**config.mk**
```make
export PLATFORM = sky130hd
export DESIGN_NAME = fgg_div
export DESIGN_NICKNAME = d
export VERILOG_FILES = /design/src/rtl/fgg_pkg.sv /design/src/rtl/fgg_div.sv
export SDC_FILE = /design/constraint.sdc
export NUM_CORES = 2
export LEC_CHECK = 0
export BUFFER_PORTS_ARGS = -buffer_cell sky130_fd_sc_hd__clkbuf_2
export CORE_ASPECT_RATIO = 0.5
export CORE_MARGIN = 1
export CORE_UTILIZATION = 45
export DETAILED_ROUTE_END_ITERATION = 7
export GPL_TIMING_DRIVEN = 0
export PLACE_DENSITY = 0.61
export RECOVER_POWER = 50
export REMOVE_ABC_BUFFERS = 1
export SLEW_MARGIN = 20
export SYNTH_ARGS = -nofsm -noshare
export SYNTH_HDL_FRONTEND = slang
export SYNTH_SLANG_ARGS = --single-unit
```
**constraint.sdc**
```tcl
create_clock -name clk -period 17.2 [get_ports clk]
set_clock_uncertainty 0.2 [all_clocks]
set_input_delay 0.86 -clock clk [delete_from_list [all_inputs] [get_ports clk]]
set_output_delay 0.86 -clock clk [all_outputs]
set_load 0.03 [all_outputs]
```
**src/rtl/fgg_pkg.sv**
```systemverilog
package fgg_pkg;

	// configuration register indexes
	typedef enum logic [2:0] {
		REG_FRAME_WIDTH      = 3'd0,
		REG_FRAME_HEIGHT     = 3'd1,
		REG_UPSAMPLING_SHIFT = 3'd2,
		REG_LF_LEVEL         = 3'd3,
		REG_GROUP_SIZE_SHIFT = 3'd4
	} cfg_reg_t;

	localparam int DIV_STAGES = 8;   // divider pipeline stages
	localparam int DIV_STEP   = 4;   // quotient bits per stage
	localparam int STRIDE_W   = 24;  // groups per row fit below 2^24

	// frame geometry derived from the registers
	typedef struct packed {
		logic                zero;    // no columns at all
		logic [1:0]          gs;      // group size shift
		logic [29:0]         sw;
		logic [29:0]         sh;
		logic [STRIDE_W-1:0] gpr;     // group columns
		logic [STRIDE_W-1:0] grows;   // group rows
		logic [STRIDE_W-1:0] lgpr;    // LF group columns
		logic [STRIDE_W-1:0] lgrows;  // LF group rows
		logic [STRIDE_W-1:0] fc;      // full group columns
		logic [9:0]          cr;      // right edge remainder
		logic [STRIDE_W-1:0] fr;
		logic [9:0]          rr;
		logic [STRIDE_W-1:0] lfc;
		logic [12:0]         lcr;
		logic [STRIDE_W-1:0] lfr;
		logic [12:0]         lrr;
	} geo_t;

	// everything the output stage needs besides the quotients and remainders
	typedef struct packed {
		geo_t        geo;
		logic [31:0] ng;
		logic [31:0] nlg;
		logic [31:0] sidx;
		logic        cok;
		logic [31:0] cidx;
	} fin_t;

endpackage

```
**src/rtl/fgg_div.sv**
```systemverilog
// Pipelined restoring divider, DIV_STEP quotient bits per stage.
module fgg_div import fgg_pkg::*; (
	input  logic                clk,
	input  logic                en,
	input  logic [31:0]         dividend,
	input  logic [STRIDE_W-1:0] divisor,
	output logic [31:0]         quo,
	output logic [STRIDE_W-1:0] rem
);

	logic [STRIDE_W-1:0] rem_s [DIV_STAGES];
	logic [31:0]         num_s [DIV_STAGES];
	logic [STRIDE_W-1:0] dvs_s [DIV_STAGES];

	for (genvar k = 0; k < DIV_STAGES; k++) begin : g_stage
		logic [STRIDE_W-1:0] r_in;
		logic [31:0]         n_in;
		logic [STRIDE_W-1:0] d_in;
		logic [STRIDE_W-1:0] r_nx;
		logic [31:0]         n_nx;

		if (k == 0) begin : g_first
			assign r_in = '0;
			assign n_in = dividend;
			assign d_in = divisor;
		end else begin : g_next
			assign r_in = rem_s[k-1];
			assign n_in = num_s[k-1];
			assign d_in = dvs_s[k-1];
		end

		// shift in one dividend bit per step, quotient bits fill from the bottom
		always_comb begin
			logic [STRIDE_W:0] t;
			logic [STRIDE_W-1:0] r;
			logic [31:0] n;
			r = r_in;
			n = n_in;
			for (int j = 0; j < DIV_STEP; j++) begin
				t = {r, n[31]};
				n = {n[30:0], 1'b0};
				if (t >= {1'b0, d_in}) begin
					t = t - {1'b0, d_in};
					n[0] = 1'b1;
				end
				r = t[STRIDE_W-1:0];
			end
			r_nx = r;
			n_nx = n;
		end

		always_ff @(posedge clk) begin
			if (en) begin
				rem_s[k] <= r_nx;
				num_s[k] <= n_nx;
				dvs_s[k] <= d_in;
			end
		end
	end

	assign quo = num_s[DIV_STAGES-1];
	assign rem = rem_s[DIV_STAGES-1];

endmodule
```
Word level (Yosys, flattened, before mapping)
Memory sizes are Yosys's and may differ from the RTL's.
Cells that the tools add are included.
{ "op_classes": {"n_addsub": 32, "n_mul": 0, "n_div": 0, "magnitude_cmp": 32, "eq_ne": 0, "n_shift": 0, "n_mux": 66, "bitwise": 0, "reduce_logical": 0} }
{ "ops": {"columns": ["operator", "n"], "rows": [
  ["$ge A25 B24 Y1", 31],
  ["$mux W24", 32],
  ["$sub A24 B24 Y24", 31],
  ["$mux W1", 34],
  ["$ge A1 B24 Y1", 1],
  ["$sub A1 B24 Y24", 1]
]} }
{ "word_totals": {"ff_bits": 0, "latch_bits": 0, "ramBits": 640, "romBits": 0, "inputBits": 58, "out_inout_bits": 56, "wordCells": 133, "memories": 3} }
{ "mem_list": {"columns": ["name", "depth", "word_bits", "rd", "rd_ports_with_merged_regs", "wr", "line_no", "rtl"], "rows": [
  ["num_s", 8, 32, 8, 0, 8, "fgg_div.sv:12", "logic [31:0] num_s [DIV_STAGES];"],
  ["dvs_s", 8, 24, 7, 0, 8, "fgg_div.sv:13", "logic [STRIDE_W-1:0] dvs_s [DIV_STAGES];"],
  ["rem_s", 8, 24, 8, 0, 8, "fgg_div.sv:11", "logic [STRIDE_W-1:0] rem_s [DIV_STAGES];"]
]} }

Logic depth before layout (Yosys ltp)
An unclocked memory read counts as a cell.
{ "logic_depth": {"ltp_word": 9, "ltp_mapped": 60, "ltp_nobuf": 52} }

Worst setup path before layout
OpenSTA, ideal clock, no wires.
{ "synth_path": {"path_type": "flip-flop to flip-flop", "from": "mem dvs_s[1][1]", "to": "mem rem_s[2][15] (netlist: rem_s[0][63]) (data pin)", "t_arrival_ns": 12.098, "required_time_ns": 16.738, "path_slack_ns": 4.640, "path_stages_with_launch": 52, "path_buffers": 5, "period_less_slack_ns": 12.560, "cell_sequence": "edfxtp_1 > inv_1 > ha_1 > nor2b_1 > o31a_1 > o41a_1 > o31a_1 > o31ai_1 > a22o_1 > buf_2 > buf_1 > nor2_1 > a21oi_1 > inv_1 > ha_1 > nor2b_1 > o31a_1 > nand2b_1 > [... 16 more ...] > o21ai_0 > a221oi_4 > buf_2 > mux2i_1 > ha_1 > nor2b_1 > o21a_1 > o21ai_0 > a21oi_1 > a31oi_1 > o2bb2ai_1 > nor3_1 > o41a_1 > a211oi_1 > o221ai_1 > mux2i_2 > buf_2 > mux2_1"} }
{ "synth_rtl": {"columns": ["item", "line_no"], "rows": [
  ["start: declaration", "fgg_div.sv:13"],
  ["end: declaration", "fgg_div.sv:11"]
]} }

==> results.toml <==
[clock_network]
post_cts_resized = 0
hold_buffers = 0
clock-root-buffer = "clkbuf_16"
cts_setup_buffers = 0
cts_inserted_buffers = 61
clock_latency_ns = 0.70
cts_sinks = 616
cts_tree = "built"
clockBufferDepth = 3
cts.htree.levels = 2
clk_pin_slew_ns = 0.06

[timing]
max_slew_margin_pct = -208
finalSetupViolations = 0
fin_crit_sh_pct = 92.7
fmax_mhz = 62.7
tns_ns = 0
worstMarginPinSlew_ns = 4.62
rsz0062_at_grt = "false"
slew_viol_final = 285
hold_viol = 0
period_needed_ns = 15.95

[detailed_routing]
drt-wirelength-per-cell_um = 18.9
via_per_inst = 5.76
drc_errors = 0
vias = 50400
drt-pass1-iter-count = 6
drt-total-wl_um = 165000
ant_nets = 0
drt_iter0_markers = 3186

[synthesis]
ys_ff_latch = 616
ys_warn_count = 0
postSynthCellCount = 6772
ys_seq_area_share_pct = 29.7
synth.distinct_cells = 103
yosys.area.top_type = "edfxtp_1"
ys.flop_type = "edfxtp_1"
async_flop_share_pct = 0
yosysTopAreaCellShare_pct = 29.7
syn-cell-area_mm2 = 0.0623
syn_area_per_cell_um2 = 9.20
synthTopCellsByCount = "ha_1, a21oi_1, edfxtp_1"
synthTopCellsByArea = "edfxtp_1, ha_1, mux2_2"
synth_edf_count = 616
yosysMostFrequentCell = "ha_1"

[finish]
drive_above_1_share_pct = 9.45
fin_nets = 7678
area_growth_pct = 7.91
antenna_cells = 0

[setup_path]
critPathSlowestCell = "o221a_2"
criticalPathCategory = "flip-flop to flip-flop"
end_kind = "flip-flop"
cpMostUsedCell = "a21oi_1"
crit_required_ns = 17.46
cp-start-kind = "flip-flop"
slowest_delay_ns = 0.85
crit_fanout = 46
worst_ep_arrival_time_ns = 16.22

[worst_hold_path]
worstHoldPathType = "input port to flip-flop"

[global_routing]
track_usage_pct = 23.1
antenna_found_initial = 1
grt_pass1_wl_um = 260000
grt_pass1_vias = 48300
grt_max_degree = 90
grt_remaining_overflow = 0

[floorplanning]
die_x_um = 528
core_mm2 = 0.137
ios = 114
die_h_um = 265
die_area_mm2 = 0.140
start_util_pct = 45.4
num_rows = 96

[outcome]
status = "complete, but fails checks"
violations = "capacitance limit, slew limit"

[placement]
port_buffers = 113
gp_congestion = 0.928
dpl.hpwl_um = 133000

[job]
cap_viol_max_count = 4
==> state kept, by name, indices dropped and copies added, names as in the netlist <==
name	cells
rem_s	192
dvs_s	168
num_s	256
==> cell usage in the layout, fill, tap and decap left out, drive strengths merged, types with 14 or more instances in the layout <==
master,instances
ha,746
a21oi,721
edfxtp,616
nor2,491
inv,471
o21ai,407
xnor2,406
nand2,395
mux2,388
a21o,273
xor2,188
clkbuf,182
o21a,117
nor3,116
nand3,115
o21bai,102
nand4,97
nand2b,84
nor2b,83
mux2i,72
a211oi,67
and3,57
a31oi,55
o31ai,43
nor4,42
a21boi,41
o211ai,36
or2,34
or3,31
fa,31
o31a,29
and2,28
buf,22
and4,21
clkinv,18
a2111oi,16
a221oi,15
a22oi,14
==> critical path: cells and delay by family (launching register included) <==
family | cells | cell delay, ns
flops | 1 | 0.56
compound gates | 28 | 8.86
buf+inv | 6 | 2.23
simple gates | 7 | 1.76
mux | 2 | 0.69
fa+ha+maj | 4 | 1.31
==> final timing paths <==
kind	endpoint	slack (ns)	cells past startpoint	start
min	num_s[0][13]$_DFFE_PP_	0.13	1	dividend[9]
min reg2reg	num_s[0][113]$_DFFE_PP_	0.21	0	num_s[0][77]$_DFFE_PP_
max	rem_s[1][49]$_DFFE_PP_	1.25	47	dvs_s[5][1]$_DFFE_PP_
max reg2reg	rem_s[1][49]$_DFFE_PP_	1.25	47	dvs_s[5][1]$_DFFE_PP_
==> logic make-up (layout without fill, tap and decap cells) <==
kind of cell | Yosys count | after routing | share of synthesized area (%)
AOI/OAI and AO/OA | 2099 | 2099 | 21.5
and+or+nand+nor | 1634 | 1634 | 12.6
adders and majority gates | 777 | 777 | 16.0
DFF | 616 | 616 | 29.7
xor gates and xnor gates | 594 | 594 | 8.35
buffers and inverters | 592 | 709 | 3.68
muxes | 460 | 460 | 8.19
==> metrics by stage <==
step / setup WS (ns) / instance area, µm² / hold slack, ns / util [%] / std cells
2_1_floorplan: 3.62 / 61700 / 0.200 / - / 6642
3_3_place_gp: -0.0273 / 64600 / 0.201 / 47.1 / 8617
3_5_place_dp: 1.52 / 65300 / 0.205 / 47.6 / 8642
4_1_cts: 1.40 / 67300 / 0.0558 / 49.1 / 8751
5_1_grt: 0.0725 / 67200 / 0.0794 / 49.0 / 8751
6_report: 1.25 / 67200 / 0.133 / 49.0 / 8751
==> area by class of cell <==
type                       instances  area, µm²
multi-input combinational       5564      41600
fill                           13200      70000
timing repair buffer             138        978
tap                             1862       2330
sequential                       616      18500
clock inverter                    43        490
inverter                         462       1730
clock buffer                      66       1570
==> routing by layer <==
metal / track usage, % / vias to the layer above / wire length [µm]
met4: 7.45 / 0 / 5550
met1: 29.7 / 23800 / 74800
met5: 0 / - / 0
li1: - / 25500 / -
met3: 2.28 / 242 / 6040
met2: 40.6 / 923 / 78500
Power is not shown: default switching activity piles up to over one toggle a cycle in this logic, so the estimate is an artifact.
